### config.mk
export PLATFORM = sky130hd
export DESIGN_NAME = dsp_adpcm_decoder_core_flat
export DESIGN_NICKNAME = d
export VERILOG_FILES = /design/src/rtl/dspad_pkg.sv /design/src/rtl/dspad_if.sv /design/src/rtl/dsp_adpcm_decoder_core.sv /design/src/rtl/dspad_coef_regs.sv /design/src/rtl/dspad_mac.sv /design/src/flat_wrapper.sv
export SDC_FILE = /design/constraint.sdc
export NUM_CORES = 1
export LEC_CHECK = 0
export BUFFER_PORTS_ARGS = -buffer_cell sky130_fd_sc_hd__clkbuf_2
export CORE_UTILIZATION = 40
export DETAILED_ROUTE_END_ITERATION = 8
export GPL_TIMING_DRIVEN = 0
export PLACE_DENSITY = 0.58
export SLEW_MARGIN = 20
export SYNTH_ARGS = -nofsm -noshare
export SYNTH_HDL_FRONTEND = slang
export SYNTH_SLANG_ARGS = --single-unit
### constraint.sdc
create_clock -name clk -period 7.7 [get_ports clk]
set_input_delay 1.54 -clock clk [delete_from_list [all_inputs] [get_ports clk]]
set_output_delay 1.54 -clock clk [all_outputs]
set_load 0.05 [all_outputs]
### src/rtl/dspad_pkg.sv
package dspad_pkg;

    localparam int SAMPLE_W = 16;
    localparam int BYTE_W   = 8;
    localparam int CMD_W    = 2;
    localparam int COEF_W   = 16;
    localparam int PAIR_W   = 2 * COEF_W;
    localparam int NUM_PRED = 8;
    localparam int PRED_W   = $clog2(NUM_PRED);
    localparam int SHIFT_W  = 4;
    localparam int FRAC_W   = 11;
    // nibble * 2^15 * 2^11 plus two 16x16 products and rounding fit in 34 bits
    localparam int ACC_W    = 34;

    localparam logic [CMD_W-1:0] CMD_HEADER = 2'd0;
    localparam logic [CMD_W-1:0] CMD_DATA   = 2'd1;
    localparam logic [CMD_W-1:0] CMD_LOAD   = 2'd2;

    localparam logic signed [ACC_W-1:0] ROUND_HALF = ACC_W'(1024);

    localparam logic signed [SAMPLE_W-1:0] SAMPLE_MAX = 16'sh7fff;
    localparam logic signed [SAMPLE_W-1:0] SAMPLE_MIN = 16'sh8000;

    // control word from the sequencer to the shared multiply-accumulate unit
    typedef struct packed {
        logic en;
        logic load;   // 1: start from base, 0: add to running sum
    } mac_ctrl_t;

endpackage

### src/rtl/dspad_if.sv
interface dspad_in_if
    import dspad_pkg::*;
();
    logic                       valid;
    logic                       ready;
    logic [CMD_W-1:0]           cmd;
    logic [BYTE_W-1:0]          data_byte;
    logic signed [SAMPLE_W-1:0] init_newer;
    logic signed [SAMPLE_W-1:0] init_older;

    modport source (output valid, output cmd, output data_byte, output init_newer,
                    output init_older, input ready);
    modport sink (input valid, input cmd, input data_byte, input init_newer,
                  input init_older, output ready);
endinterface

interface dspad_out_if
    import dspad_pkg::*;
();
    logic                       valid;
    logic                       ready;
    logic signed [SAMPLE_W-1:0] sample_high;
    logic signed [SAMPLE_W-1:0] sample_low;
    logic                       coef_error;

    modport source (output valid, output sample_high, output sample_low,
                    output coef_error, input ready);
    modport sink (input valid, input sample_high, input sample_low,
                  input coef_error, output ready);
endinterface

### src/rtl/dsp_adpcm_decoder_core.sv
// A data word runs through states MUL1, MUL2, MUL3, MUL4 and FIN; FIN registers
// its result once the output register is free. Only then is a new word taken;
// the shared 16x16 multiply-accumulate unit makes four passes per data word
// (two per sample). Header and history-load words give no result.
// Reset (rst_n low, asynchronous) clears history, header state and coefficients.
module dsp_adpcm_decoder_core
    import dspad_pkg::*;
(
    input  logic               clk,
    input  logic               rst_n,
    dspad_in_if.sink           item,
    dspad_out_if.source        result,
    input  logic               cfg_wr_en,
    input  logic [PRED_W-1:0]  cfg_index,
    input  logic [PAIR_W-1:0]  cfg_wdata
);

    typedef enum logic [2:0] {
        ST_IDLE,
        ST_MUL1,
        ST_MUL2,
        ST_MUL3,
        ST_MUL4,
        ST_FIN
    } state_t;

    state_t                     state_reg, state_next;
    logic signed [SAMPLE_W-1:0] hist_newer_reg, hist_newer_next;
    logic signed [SAMPLE_W-1:0] hist_older_reg, hist_older_next;
    logic [SHIFT_W-1:0]         scale_shift_reg, scale_shift_next;
    logic [PRED_W-1:0]          pred_select_reg, pred_select_next;
    logic                       bad_index_reg, bad_index_next;
    logic [BYTE_W-1:0]          data_reg, data_next;
    logic                       out_valid_reg, out_valid_next;
    logic signed [SAMPLE_W-1:0] sample_high_reg, sample_high_next;
    logic signed [SAMPLE_W-1:0] sample_low_reg, sample_low_next;
    logic                       coef_error_reg, coef_error_next;

    logic                       accept;
    logic [PAIR_W-1:0]          pair;
    logic signed [COEF_W-1:0]   c1;
    logic signed [COEF_W-1:0]   c2;
    mac_ctrl_t                  mac_ctrl;
    logic signed [COEF_W-1:0]   op_a;
    logic signed [SAMPLE_W-1:0] op_b;
    logic [3:0]                 nib;
    logic signed [ACC_W-1:0]    base;
    logic signed [SAMPLE_W-1:0] mac_sample;

    dspad_coef_regs u_coef (
        .clk       (clk),
        .rst_n     (rst_n),
        .cfg_wr_en (cfg_wr_en),
        .cfg_index (cfg_index),
        .cfg_wdata (cfg_wdata),
        .sel       (pred_select_reg),
        .pair      (pair)
    );

    assign c1 = pair[PAIR_W-1:COEF_W];
    assign c2 = pair[COEF_W-1:0];

    dspad_mac u_mac (
        .clk    (clk),
        .ctrl   (mac_ctrl),
        .op_a   (op_a),
        .op_b   (op_b),
        .base   (base),
        .sample (mac_sample)
    );

    assign item.ready = (state_reg == ST_IDLE);
    assign accept     = item.valid && item.ready;

    assign result.valid       = out_valid_reg;
    assign result.sample_high = sample_high_reg;
    assign result.sample_low  = sample_low_reg;
    assign result.coef_error  = coef_error_reg;

    // scaled nibble term plus rounding half: nib * 2^(shift+11) + 1024
    always_comb
    begin
        nib  = (state_reg == ST_MUL1) ? data_reg[7:4] : data_reg[3:0];
        base = (ACC_W'($signed(nib)) <<< (5'(scale_shift_reg) + 5'(FRAC_W))) + ROUND_HALF;
    end

    // operand selection for the shared multiplier
    always_comb
    begin
        mac_ctrl = '0;
        op_a     = c1;
        op_b     = hist_newer_reg;
        unique case (state_reg)
            ST_MUL1:
            begin
                mac_ctrl = '{en: 1'b1, load: 1'b1};
                op_a     = c1;
                op_b     = hist_newer_reg;
            end
            ST_MUL2:
            begin
                mac_ctrl = '{en: 1'b1, load: 1'b0};
                op_a     = c2;
                op_b     = hist_older_reg;
            end
            ST_MUL3:
            begin
                // second sample's older tap is the current newer sample
                mac_ctrl = '{en: 1'b1, load: 1'b1};
                op_a     = c2;
                op_b     = hist_newer_reg;
            end
            ST_MUL4:
            begin
                // newer tap now holds the first sample
                mac_ctrl = '{en: 1'b1, load: 1'b0};
                op_a     = c1;
                op_b     = hist_newer_reg;
            end
            ST_IDLE, ST_FIN:
            begin
                mac_ctrl = '0;
            end
            default:
            begin
                mac_ctrl = '0;
            end
        endcase
    end

    // sequencer and state updates
    always_comb
    begin
        state_next       = state_reg;
        hist_newer_next  = hist_newer_reg;
        hist_older_next  = hist_older_reg;
        scale_shift_next = scale_shift_reg;
        pred_select_next = pred_select_reg;
        bad_index_next   = bad_index_reg;
        data_next        = data_reg;
        out_valid_next   = out_valid_reg && !result.ready;
        sample_high_next = sample_high_reg;
        sample_low_next  = sample_low_reg;
        coef_error_next  = coef_error_reg;

        unique case (state_reg)
            ST_IDLE:
            begin
                if (accept)
                begin
                    unique case (item.cmd)
                        CMD_HEADER:
                        begin
                            scale_shift_next = item.data_byte[3:0];
                            if (item.data_byte[7])
                            begin
                                pred_select_next = PRED_W'(NUM_PRED - 1);
                                bad_index_next   = 1'b1;
                            end
                            else
                            begin
                                pred_select_next = item.data_byte[6:4];
                                bad_index_next   = 1'b0;
                            end
                        end
                        CMD_DATA:
                        begin
                            data_next  = item.data_byte;
                            state_next = ST_MUL1;
                        end
                        CMD_LOAD:
                        begin
                            hist_newer_next = item.init_newer;
                            hist_older_next = item.init_older;
                        end
                        default:
                        begin
                            state_next = ST_IDLE;
                        end
                    endcase
                end
            end
            ST_MUL1:
            begin
                state_next = ST_MUL2;
            end
            ST_MUL2:
            begin
                state_next = ST_MUL3;
            end
            ST_MUL3:
            begin
                hist_older_next = hist_newer_reg;
                hist_newer_next = mac_sample;
                state_next      = ST_MUL4;
            end
            ST_MUL4:
            begin
                state_next = ST_FIN;
            end
            ST_FIN:
            begin
                // wait until the output register is free
                if (!out_valid_reg || result.ready)
                begin
                    hist_older_next  = hist_newer_reg;
                    hist_newer_next  = mac_sample;
                    out_valid_next   = 1'b1;
                    sample_high_next = hist_newer_reg;
                    sample_low_next  = mac_sample;
                    coef_error_next  = bad_index_reg;
                    state_next       = ST_IDLE;
                end
            end
            default:
            begin
                state_next = ST_IDLE;
            end
        endcase
    end

    always_ff @(posedge clk or negedge rst_n)
    begin
        if (!rst_n)
        begin
            state_reg       <= ST_IDLE;
            hist_newer_reg  <= '0;
            hist_older_reg  <= '0;
            scale_shift_reg <= '0;
            pred_select_reg <= '0;
            bad_index_reg   <= 1'b0;
            out_valid_reg   <= 1'b0;
        end
        else
        begin
            state_reg       <= state_next;
            hist_newer_reg  <= hist_newer_next;
            hist_older_reg  <= hist_older_next;
            scale_shift_reg <= scale_shift_next;
            pred_select_reg <= pred_select_next;
            bad_index_reg   <= bad_index_next;
            out_valid_reg   <= out_valid_next;
        end
    end

    always_ff @(posedge clk)
    begin
        data_reg        <= data_next;
        sample_high_reg <= sample_high_next;
        sample_low_reg  <= sample_low_next;
        coef_error_reg  <= coef_error_next;
    end

    // a data word starts the multiply sequence
    a_data_starts: assert property (@(posedge clk) disable iff (!rst_n)
        accept && item.cmd == CMD_DATA |=> state_reg == ST_MUL1)
        else $error("data word did not start the sequence");

    // a new result only comes out of the finish step
    a_result_src: assert property (@(posedge clk) disable iff (!rst_n)
        $rose(out_valid_reg) |-> $past(state_reg) == ST_FIN)
        else $error("result raised outside finish step");

    // an out-of-range header index always falls back to the last predictor
    a_bad_index: assert property (@(posedge clk) disable iff (!rst_n)
        bad_index_reg |-> pred_select_reg == PRED_W'(NUM_PRED - 1))
        else $error("bad index without predictor clamp");

    // history shifts after the first sample
    a_hist_shift: assert property (@(posedge clk) disable iff (!rst_n)
        state_reg == ST_MUL3 |=> hist_older_reg == $past(hist_newer_reg))
        else $error("history did not shift");

endmodule

### src/rtl/dspad_coef_regs.sv
module dspad_coef_regs
    import dspad_pkg::*;
(
    input  logic              clk,
    input  logic              rst_n,
    input  logic              cfg_wr_en,
    input  logic [PRED_W-1:0] cfg_index,
    input  logic [PAIR_W-1:0] cfg_wdata,
    input  logic [PRED_W-1:0] sel,
    output logic [PAIR_W-1:0] pair
);

    logic [PAIR_W-1:0] pair_reg [NUM_PRED];

    // predictor coefficient pairs, reset to zero
    always_ff @(posedge clk or negedge rst_n)
    begin
        if (!rst_n)
        begin
            for (int i = 0; i < NUM_PRED; i++)
            begin
                pair_reg[i] <= '0;
            end
        end
        else if (cfg_wr_en)
        begin
            pair_reg[cfg_index] <= cfg_wdata;
        end
    end

    assign pair = pair_reg[sel];

endmodule

### src/rtl/dspad_mac.sv
module dspad_mac
    import dspad_pkg::*;
(
    input  logic                       clk,
    input  mac_ctrl_t                  ctrl,
    input  logic signed [COEF_W-1:0]   op_a,
    input  logic signed [SAMPLE_W-1:0] op_b,
    input  logic signed [ACC_W-1:0]    base,
    output logic signed [SAMPLE_W-1:0] sample
);

    logic signed [ACC_W-1:0]            acc_reg;
    logic signed [ACC_W-1:0]            acc_next;
    logic signed [COEF_W+SAMPLE_W-1:0]  product;
    logic signed [ACC_W-FRAC_W-1:0]     scaled;

    // one 16x16 multiply and accumulate per cycle while ctrl.en is set
    always_comb
    begin
        product  = op_a * op_b;
        acc_next = (ctrl.load ? base : acc_reg) + ACC_W'(product);
    end

    always_ff @(posedge clk)
    begin
        if (ctrl.en)
        begin
            acc_reg <= acc_next;
        end
    end

    // floor shift and saturate to 16 bits
    always_comb
    begin
        scaled = acc_reg[ACC_W-1:FRAC_W];
        if (scaled > (ACC_W-FRAC_W)'(SAMPLE_MAX))
        begin
            sample = SAMPLE_MAX;
        end
        else if (scaled < (ACC_W-FRAC_W)'(SAMPLE_MIN))
        begin
            sample = SAMPLE_MIN;
        end
        else
        begin
            sample = scaled[SAMPLE_W-1:0];
        end
    end

endmodule

### src/flat_wrapper.sv
// flat-port wrapper written by rule: the top's interface ports become plain ports
module dsp_adpcm_decoder_core_flat import dspad_pkg::*;
  (clk, rst_n, cfg_wr_en, cfg_index, cfg_wdata, item_valid, item_cmd, item_data_byte, item_init_newer, item_init_older, item_ready, result_valid, result_sample_high, result_sample_low, result_coef_error, result_ready);
  dspad_in_if item_i ();
  dspad_out_if result_i ();
  input  logic clk;
  input  logic rst_n;
  input  logic cfg_wr_en;
  input  logic [PRED_W-1:0] cfg_index;
  input  logic [PAIR_W-1:0] cfg_wdata;
  input wire logic [$bits(item_i.valid)-1:0] item_valid;
  input wire logic [$bits(item_i.cmd)-1:0] item_cmd;
  input wire logic [$bits(item_i.data_byte)-1:0] item_data_byte;
  input wire logic [$bits(item_i.init_newer)-1:0] item_init_newer;
  input wire logic [$bits(item_i.init_older)-1:0] item_init_older;
  output wire logic [$bits(item_i.ready)-1:0] item_ready;
  output wire logic [$bits(result_i.valid)-1:0] result_valid;
  output wire logic [$bits(result_i.sample_high)-1:0] result_sample_high;
  output wire logic [$bits(result_i.sample_low)-1:0] result_sample_low;
  output wire logic [$bits(result_i.coef_error)-1:0] result_coef_error;
  input wire logic [$bits(result_i.ready)-1:0] result_ready;
  assign item_i.valid = item_valid;
  assign item_i.cmd = item_cmd;
  assign item_i.data_byte = item_data_byte;
  assign item_i.init_newer = item_init_newer;
  assign item_i.init_older = item_init_older;
  assign item_ready = item_i.ready;
  assign result_valid = result_i.valid;
  assign result_sample_high = result_i.sample_high;
  assign result_sample_low = result_i.sample_low;
  assign result_coef_error = result_i.coef_error;
  assign result_i.ready = result_ready;
  dsp_adpcm_decoder_core u_core (.clk(clk), .rst_n(rst_n), .item(item_i), .result(result_i), .cfg_wr_en(cfg_wr_en), .cfg_index(cfg_index), .cfg_wdata(cfg_wdata));
endmodule
Yosys cells after proc, flatten, opt, wreduce, memory -nomap -nowiden. Index checks and enable logic that the tools add are counted.

Bits of input ports: 82. Output and inout bits: 35. Flip-flop bits (word level): 375. Logic and storage cells: 90.

Shift operators: 1. Mux-type cells: 29. Eq/ne operators: 11. Bitwise operators: 2. $lt $le $gt $ge: 5. Reduce and logical (&&, ||, !) cells: 18. Add/sub/neg operators: 3. Multipliers: 1.

Operators by type and width (count): 256-bit bitwise mux (1); 16-bit two-way mux (10); 32-bit binary-select mux with 3-bit select (1); 32-bit demux with 3-bit select (1); 32-bit two-way mux (3); 16-bit case mux with 3 select lines (2); 34-bit by 12-bit adder with 34-bit output, second input constant (1); 34-bit by 32-bit adder with 34-bit output (1); 34-bit two-way mux (1); 4-bit by 5-bit <<< shifter with 34-bit output (1); 16-bit by 16-bit multiplier with 32-bit output (1); 23-bit by 16-bit greater-than comparator with 1-bit output, second input constant (1); 23-bit by 16-bit < comparator with 1-bit output, second input constant (1); 3-bit case mux with 6 select lines (1); 3-bit two-way mux (3); 3-bit AND reduction (3); 4-bit >= comparator, second input constant (2); 3-bit inverter with 4-bit output (2); 2-bit OR reduction (4); 3-bit by 2-bit == test with 1-bit output, second input constant (2); 3-bit == test, second input constant (2); 2-bit inequality test, second input constant (3); 3-bit case mux with 2 select lines (1); 4-bit by 4-bit adder with 5-bit output, second input constant (1); 16 further kinds (21).

Depth between registers and ports, before layout. Gate-level depths: netlist of the first run.

Depth in word-level cells: 7. Gate-level depth with buffers: 31.

Hierarchy. A second synthesis of the first run with hierarchy kept.

Cell total of the unflattened synthesis: 2413. Area, all modules: 29132.9 µm².

By module, submodules not included: dspad_mac (instances 1, cells an instance 1328, area an instance 12881.1 µm²); dspad_coef_regs (instances 1, cells an instance 665, area an instance 11639.9 µm²); dsp_adpcm_decoder_core (instances 1, cells an instance 420, area an instance 4611.9 µm²).

Least setup slack after synthesis of the first run. OpenSTA, ideal clock, no wires.

Path kind: register -> register. Start point: register u_core.pred_select_reg[0]. End point: register u_core.u_mac.acc_reg[33] (data pin). Path buffers: 4. Arrival: 7.279 ns. Setup slack: 0.161 ns. Stages on the path, launching flop included: 26. Required time: 7.440 ns. Setup time: 0.260 ns. Period minus slack after synthesis: 7.539 ns. Cell sequence: dfrtp_1 -> buf_2 -> buf_4 -> buf_2 -> mux4_2 -> mux4_2 -> buf_2 -> nand2_1 -> fa_1 -> inv_1 -> fa_1 -> fa_1 -> inv_1 -> fa_1 -> fa_1 -> fa_1 -> inv_1 -> ha_1 -> a211oi_1 -> o21a_1 -> o211ai_1 -> o211a_1 -> a2111oi_4 -> a211oi_1 -> a31oi_1 -> xnor2_1.

Longest elaborated chain between the ends: 7.

RTL lines: start: declaration (line dsp_adpcm_decoder_core.sv:31) `logic [PRED_W-1:0] pred_select_reg, pred_select_next;`; start signal: assignment (line dsp_adpcm_decoder_core.sv:240) `pred_select_reg <= pred_select_next;`; 3-bit inverter with 4-bit output (not written as such) (line dspad_coef_regs.sv:31) `assign pair = pair_reg[sel];`; 32-bit binary-select mux with 3-bit select (line dspad_coef_regs.sv:31); 32-bit two-way mux (not written as such) (2 in a row) (line dspad_coef_regs.sv:31); 16-bit two-way mux (line dsp_adpcm_decoder_core.sv:93) `unique case (state_reg)`; 16-bit by 16-bit multiplier with 32-bit output (line dspad_mac.sv:20) `product = op_a * op_b;`; 34-bit by 32-bit adder with 34-bit output (line dspad_mac.sv:21) `acc_next = (ctrl.load ? base : acc_reg) + ACC_W'(product);`; via u_core.u_mac.acc_next[33] (line dspad_mac.sv:13) `logic signed [ACC_W-1:0] acc_next;`; end signal: assignment (line dspad_mac.sv:28) `acc_reg <= acc_next;`; end: declaration (line dspad_mac.sv:12) `logic signed [ACC_W-1:0] acc_reg;`.

The timed path passes the listed nets, and every way through them passes these cells. The select of a mux whose other input is x is not followed. A chain may end at the register's enable or synchronous reset.

Worst setup path in the final report of the first run. Ends and elaborated chain as after synthesis.

==> results of run 1 <==
-- cell usage after synthesis, drive strengths merged (5+ instances only) --
cell type,n
a211oi,9
a21o,8
a21oi,36
a22o,15
a31oi,6
and2,58
buf,33
clkbuf,81
dfrtp,300
edfxtp,75
fa,305
ha,104
inv,405
mux2,277
mux2i,47
mux4,80
nand2,243
nand2b,20
nand3,12
nand4,6
nor2,59
nor2b,40
nor3,13
nor4,5
o21a,24
o21ai,72
o31ai,11
or2,7
xnor2,34
xor2,9
-- cell families (layout without fill, tap and decap cells) --
group	Yosys count	after routing	share of synthesized area
XOR/XNOR	43	43	0.0132
AND/OR/NAND/NOR	480	480	0.0787
flip-flops	375	375	0.341
buffers and inverters	519	772	0.0701
adder cells (fa/ha/maj)	409	409	0.259
multiplexers	404	404	0.189
AO/OA/AOI/OAI	207	207	0.0491
-- repair_timing --
| action | in CTS | in global routing |
|---|---|---|
| gates cloned | 1 | 4 |
| endpoints found under the hold margin | 0 | 0 |
| setup endpoints to repair | 24 | 15 |
| resized for setup | 104 | 133 |
| pin swaps | 12 | 47 |
| buffers inserted | 35 | 25 |
-- cell type report --
class,count,area (um2)
fill,6473,37100
multi-input combinational,1543,17400
clock buffer,58,1180
timing repair buffer,184,1400
sequential,375,9760
tap,940,1180
buffer,110,763
inverter,405,1520
clock inverter,15,150
-- metrics by stage --
stage / area (um2) / std cells / util / TNS [ns]
after detailed placement: 30500 / 3496 / 0.434 / -22.67
after floorplan: 28600 / 2437 / - / 0
after global placement: 30400 / 3490 / 0.431 / -321.45
after global routing: 33300 / 3630 / 0.473 / -0.418
final: 33300 / 3630 / 0.473 / 0
after CTS: 32600 / 3601 / 0.463 / 0
-- path summary, 6_finish.rpt --
kind,slack (ns),cells after the start,start,endpoint
worst max register to register,0.14,25,u_core.pred_select_reg[0]$_DFFE_PN0P_,u_core.u_mac.acc_reg[33]$_DFFE_PP_
worst max-delay path,0.14,25,u_core.pred_select_reg[0]$_DFFE_PN0P_,u_core.u_mac.acc_reg[33]$_DFFE_PP_
worst min register to register,0.46,0,u_core.bad_index_reg$_DFFE_PN0P_,u_core.result.coef_error$_DFFE_PP_
min in group asynchronous,0.87,1,rst_n,u_core.u_coef.pair_reg[232]$_DFFE_PN0P_
worst min-delay path,0.46,0,u_core.bad_index_reg$_DFFE_PN0P_,u_core.result.coef_error$_DFFE_PP_
max in group asynchronous,5.21,4,rst_n,u_core.hist_older_reg[5]$_DFFE_PN0P_
-- worst max-delay path, stage by stage (launching register included) --
cell       delay (ns)
dfrtp_1          0.40
buf_12           0.16
buf_16           0.14
buf_12           0.14
mux4_2           0.56
mux4_2           0.60
buf_6            0.19
nand2_1          0.08
fa_1             0.42
inv_1            0.08
fa_1             0.45
fa_2             0.55
inv_1            0.05
fa_1             0.48
fa_1             0.55
inv_1            0.07
fa_1             0.47
ha_4             0.28
a211oi_2         0.21
o21a_1           0.17
o211ai_1         0.19
o211a_1          0.29
a2111oi_4        0.34
a211oi_2         0.13
a31oi_1          0.23
xnor2_1          0.08
-- routing by layer --
metal  vias to the layer above  share of wire  GRT usage
met2                       471           0.50      0.376
met4                         6          0.029     0.0635
li1                       8438              -          -
met3                       116          0.060     0.0470
met1                     10000           0.41      0.282
met5                         -        0.00051          0
==> metrics, run 1 <==
status finished, final reports clean; IO Pins 117; count of final setup violators 0; final net count approximately 3200; drt wl/cell 21.7 um; max reg flops approximately 260; CTS buffer count 40; # rows 97; vias in the first global route about 21000; RSZ-0062 raised after global routing yes; DR vias/cell approximately 5.2; WHS around 0.46 ns; # diodes 0; antenna viol nets, final 0; final hold vios 0; Max Transition Viols Final 0; CP endpoint kind register; final WL around 79 mm; Area Overhead vs Synth 16.4%; crit path DAT ~7.9 ns; post-synth cell types 71; area of the mapped netlist ~0.029 mm2; EDFF count, synth 75; First-pass DRT Iterations 7; clk sinks between 300 and 400; Iter 0 DRT Violations approximately 1300; clock buffer depth 3; Crit Path Max Fanout 6; # hold bufs at CTS 0; Synth top area share 0.262; routability cong. about 0.91; Place WS -1.56 ns; f_max 132 MHz; CTS tree done; min Tclk post-route between 7 and 8 ns; via total after detailed routing between 15000 and 20000; root buffer cell clkbuf_16; port bufs 113; initial core utilization 0.406; antenna violations before repair 4; Async SR Flop Fraction 0.800; H-tree depth 2; DIE AREA 0.0726 mm2; top_reg_cell synth dfrtp_1; synthesized area per cell roughly 12 um2; GR Overflow Total 0; synthesized flop and latch total 375; Synth Warn # 0; syn_nets just under 3000; sequential fraction of the synthesis area 0.341; worst rel slew slack 0.235; Worst-Margin Slew 1.15 ns; layout cell share with drive strength beyond 1 0.281; Final period util 0.982; WS Path Type register to register; Die Y 269 um; most common cell after layout, fill and taps aside inv_1; final worst setup slack roughly 0.14 ns; total core area 0.0704 mm2; clk slew on worst S/H paths approximately 0.060 ns; largest net degree at the start of global routing a little under 100; clk_skew roughly 0.042 ns; global-route wire length before repair between 100 and 150 mm; width of the die about 270 um; maxcap violations 0; All-Layer GR Usage 0.221; Post-route DRC 0; Tightest Hold Check Type register to register; most frequent cells in the layout 401 x inv_1, 299 x dfrtp_1, 297 x fa_1; DP HPWL a little over 60 mm; largest cells by area after synthesis dfrtp_1 26%, fa_1 21%, mux2_2 11%; cell taking the most area after synthesis dfrtp_1; Skew-Pair Late Insertion Delay about 0.58 ns; CP startpoint kind register; synthesized instance count around 2400; Crit path required time roughly 8.0 ns
Power of run 1 is not shown: default switching activity piles up to over one toggle a cycle in this logic, so the estimate is an artifact.
==> inputs of run 2 (changes only) <==
- PLACE_DENSITY: 0.58 -> not set
==> run 2 against run 1 <==
- wire length down 1.1%
- die area stayed put
- hold slack lost 0.047 ns
- highest routed layer unchanged
- clock-buffer cell count down 4
==> metrics, run 2 (synthesis results as in run 1) <==
slowest CP cell mux4_2; reg-to-reg endpoint u_core.u_mac.acc_reg[33]$_DFFE_PP_; final worst setup slack 0.144 ns; clock buffer depth 3; min Tclk post-route about 7.6 ns; Iter 0 DRT Violations ~1300; most frequent cells in the layout 393 x inv_1, 297 x dfrtp_1, 295 x fa_1; maxcap violations 0; IO Pins between 100 and 150; layout cell share with drive strength beyond 1 0.292; Worst-Margin Slew about 1.1 ns; status finished, final reports clean; crit path DAT between 7 and 8 ns; worst rel slew slack 0.245; DIE AREA between 0.07 and 0.08 mm2; GR Overflow Total 0; vias in the first global route 20500; clk slew on worst S/H paths ~0.07 ns; Die Y 269 um; # hold bufs at CTS 0; width of the die around 270 um; Worst setup startpoint u_core.pred_select_reg[0]$_DFFE_PN0P_; final WL 78.1 mm; Skew-Pair Late Insertion Delay 0.58 ns; Crit Path Max Fanout 8; via total after detailed routing 19300; count of final setup violators 0; port bufs ~110; H-tree depth 2; initial core utilization 0.406; crit path to u_core.u_mac.acc_reg[33]$_DFFE_PP_; drt wl/cell 21.4 um; Post-route DRC 0; f_max around 130 MHz; R2R setup slack 0.14 ns; RSZ-0062 raised after global routing yes; global-route wire length before repair roughly 120 mm; CP most frequent cell fa_1; root buffer cell clkbuf_16; Max Transition Viols Final 0; First-pass DRT Iterations 5; DR vias/cell 5.28; fillers between 6000 and 7000; r2r startpoint u_core.pred_select_reg[0]$_DFFE_PN0P_; total core area 0.0704 mm2; # rows 97; CTS tree done; Crit path required time around 8 ns; clk_skew between 0.05 and 0.06 ns; post-route setup TNS 0 ns; largest net degree at the start of global routing 100; DP HPWL roughly 60 mm; antenna violations before repair 4; Tightest Hold Check Type register to register; All-Layer GR Usage 0.217; R2R depth 26; WHS 0.415 ns; final core utilization 0.476; delay of the slowest critical-path stage 0.63 ns; clk sinks about 380; Place WS -1.50 ns; CP endpoint kind register; WS Path Type register to register; final net count approximately 3200; most common cell after layout, fill and taps aside inv_1; CTS buffer count a little over 40; sequential standard cell area between 0.009 and 0.01 mm2; Area Overhead vs Synth 17.2%; area of the multi-input gates approximately 0.017 mm2; routability cong. around 0.92; Final period util 0.981; hold path depth 0; max reg flops 256; CP startpoint kind register; final hold vios 0; antenna viol nets, final 0
run 2: changes by cell type in the layout (fill, tap and decap cells not counted), moves of 3 or more:
cell       before  now
inv_2           4   12
buf_4          53   66
clkbuf_1       60   57
a21oi_2         6    9
inv_1         401  393
buf_8           5   10
a21oi_4         5    1
buf_6          19   15
clkbuf_8       13   10
diode_2         0    3
clkbuf_16      45   49
run 2: critical path: cells and delay by family, from the launching register on:
kind / cells / cell delay, ns
buffers and inverters: 8 / 0.99
flip-flops: 1 / 0.41
AND/OR/NAND/NOR: 1 / 0.07
XOR/XNOR: 1 / 0.09
AO/OA/AOI/OAI: 7 / 1.43
adder cells (fa/ha/maj): 7 / 3.13
multiplexers: 2 / 1.14
run 2: metal layers:
| metal | vias up | global-route usage | part of all wire |
|---|---|---|---|
| met2 | 462 | 0.374 | 0.51 |
| met3 | 105 | 0.0325 | 0.055 |
| li1 | 8503 | - | - |
| met5 | - | 0 | 0.00031 |
| met1 | 10200 | 0.285 | 0.41 |
| met4 | 4 | 0.0537 | 0.024 |
run 2: layout make-up:
| cell class | count | share of cell area |
|---|---|---|
| Antenna cell | 3 | 0.000224 |
| Buffer | 109 | 0.0232 |
| Clock buffer | 54 | 0.0348 |
| Clock inverter | 20 | 0.00683 |
| Inverter | 405 | 0.0453 |
| Multi-Input combinational cell | 1543 | 0.517 |
| Sequential cell | 375 | 0.291 |
| Tap cell | 940 | 0.0351 |
| Timing Repair Buffer | 202 | 0.0464 |
run 2: how the worst min path moves through the flow:
| stage | end | startpoint | slack, ns |
|---|---|---|---|
| after global routing | u_core.result.coef_error$_DFFE_PP_ | u_core.bad_index_reg$_DFFE_PN0P_ | 0.43 |
| after global placement | u_core.result.coef_error$_DFFE_PP_ | u_core.bad_index_reg$_DFFE_PN0P_ | 0.43 |
| after detailed placement | u_core.hist_older_reg[5]$_DFFE_PN0P_ | u_core.hist_older_reg[5]$_DFFE_PN0P_ | 0.46 |
| final | u_core.result.coef_error$_DFFE_PP_ | u_core.bad_index_reg$_DFFE_PN0P_ | 0.41 |
| after floorplan | u_core.result.coef_error$_DFFE_PP_ | u_core.bad_index_reg$_DFFE_PN0P_ | 0.42 |
| after CTS | u_core.result.coef_error$_DFFE_PP_ | u_core.bad_index_reg$_DFFE_PN0P_ | 0.43 |
run 2: what timing repair did:
item	4_1_cts	5_1_grt
resized for setup	110	134
pin swaps	13	57
setup buffers	36	40
gates cloned	0	6
setup endpoints to repair	23	15
run 2: stage by stage:
step | std cells | cell area (um2)
final | 3651 | 33500
after global routing | 3648 | 33500
after CTS | 3602 | 32600
after detailed placement | 3497 | 30500
after global placement | 3490 | 30400
after floorplan | 2437 | 28600
Power of run 2 is left out for the same reason.
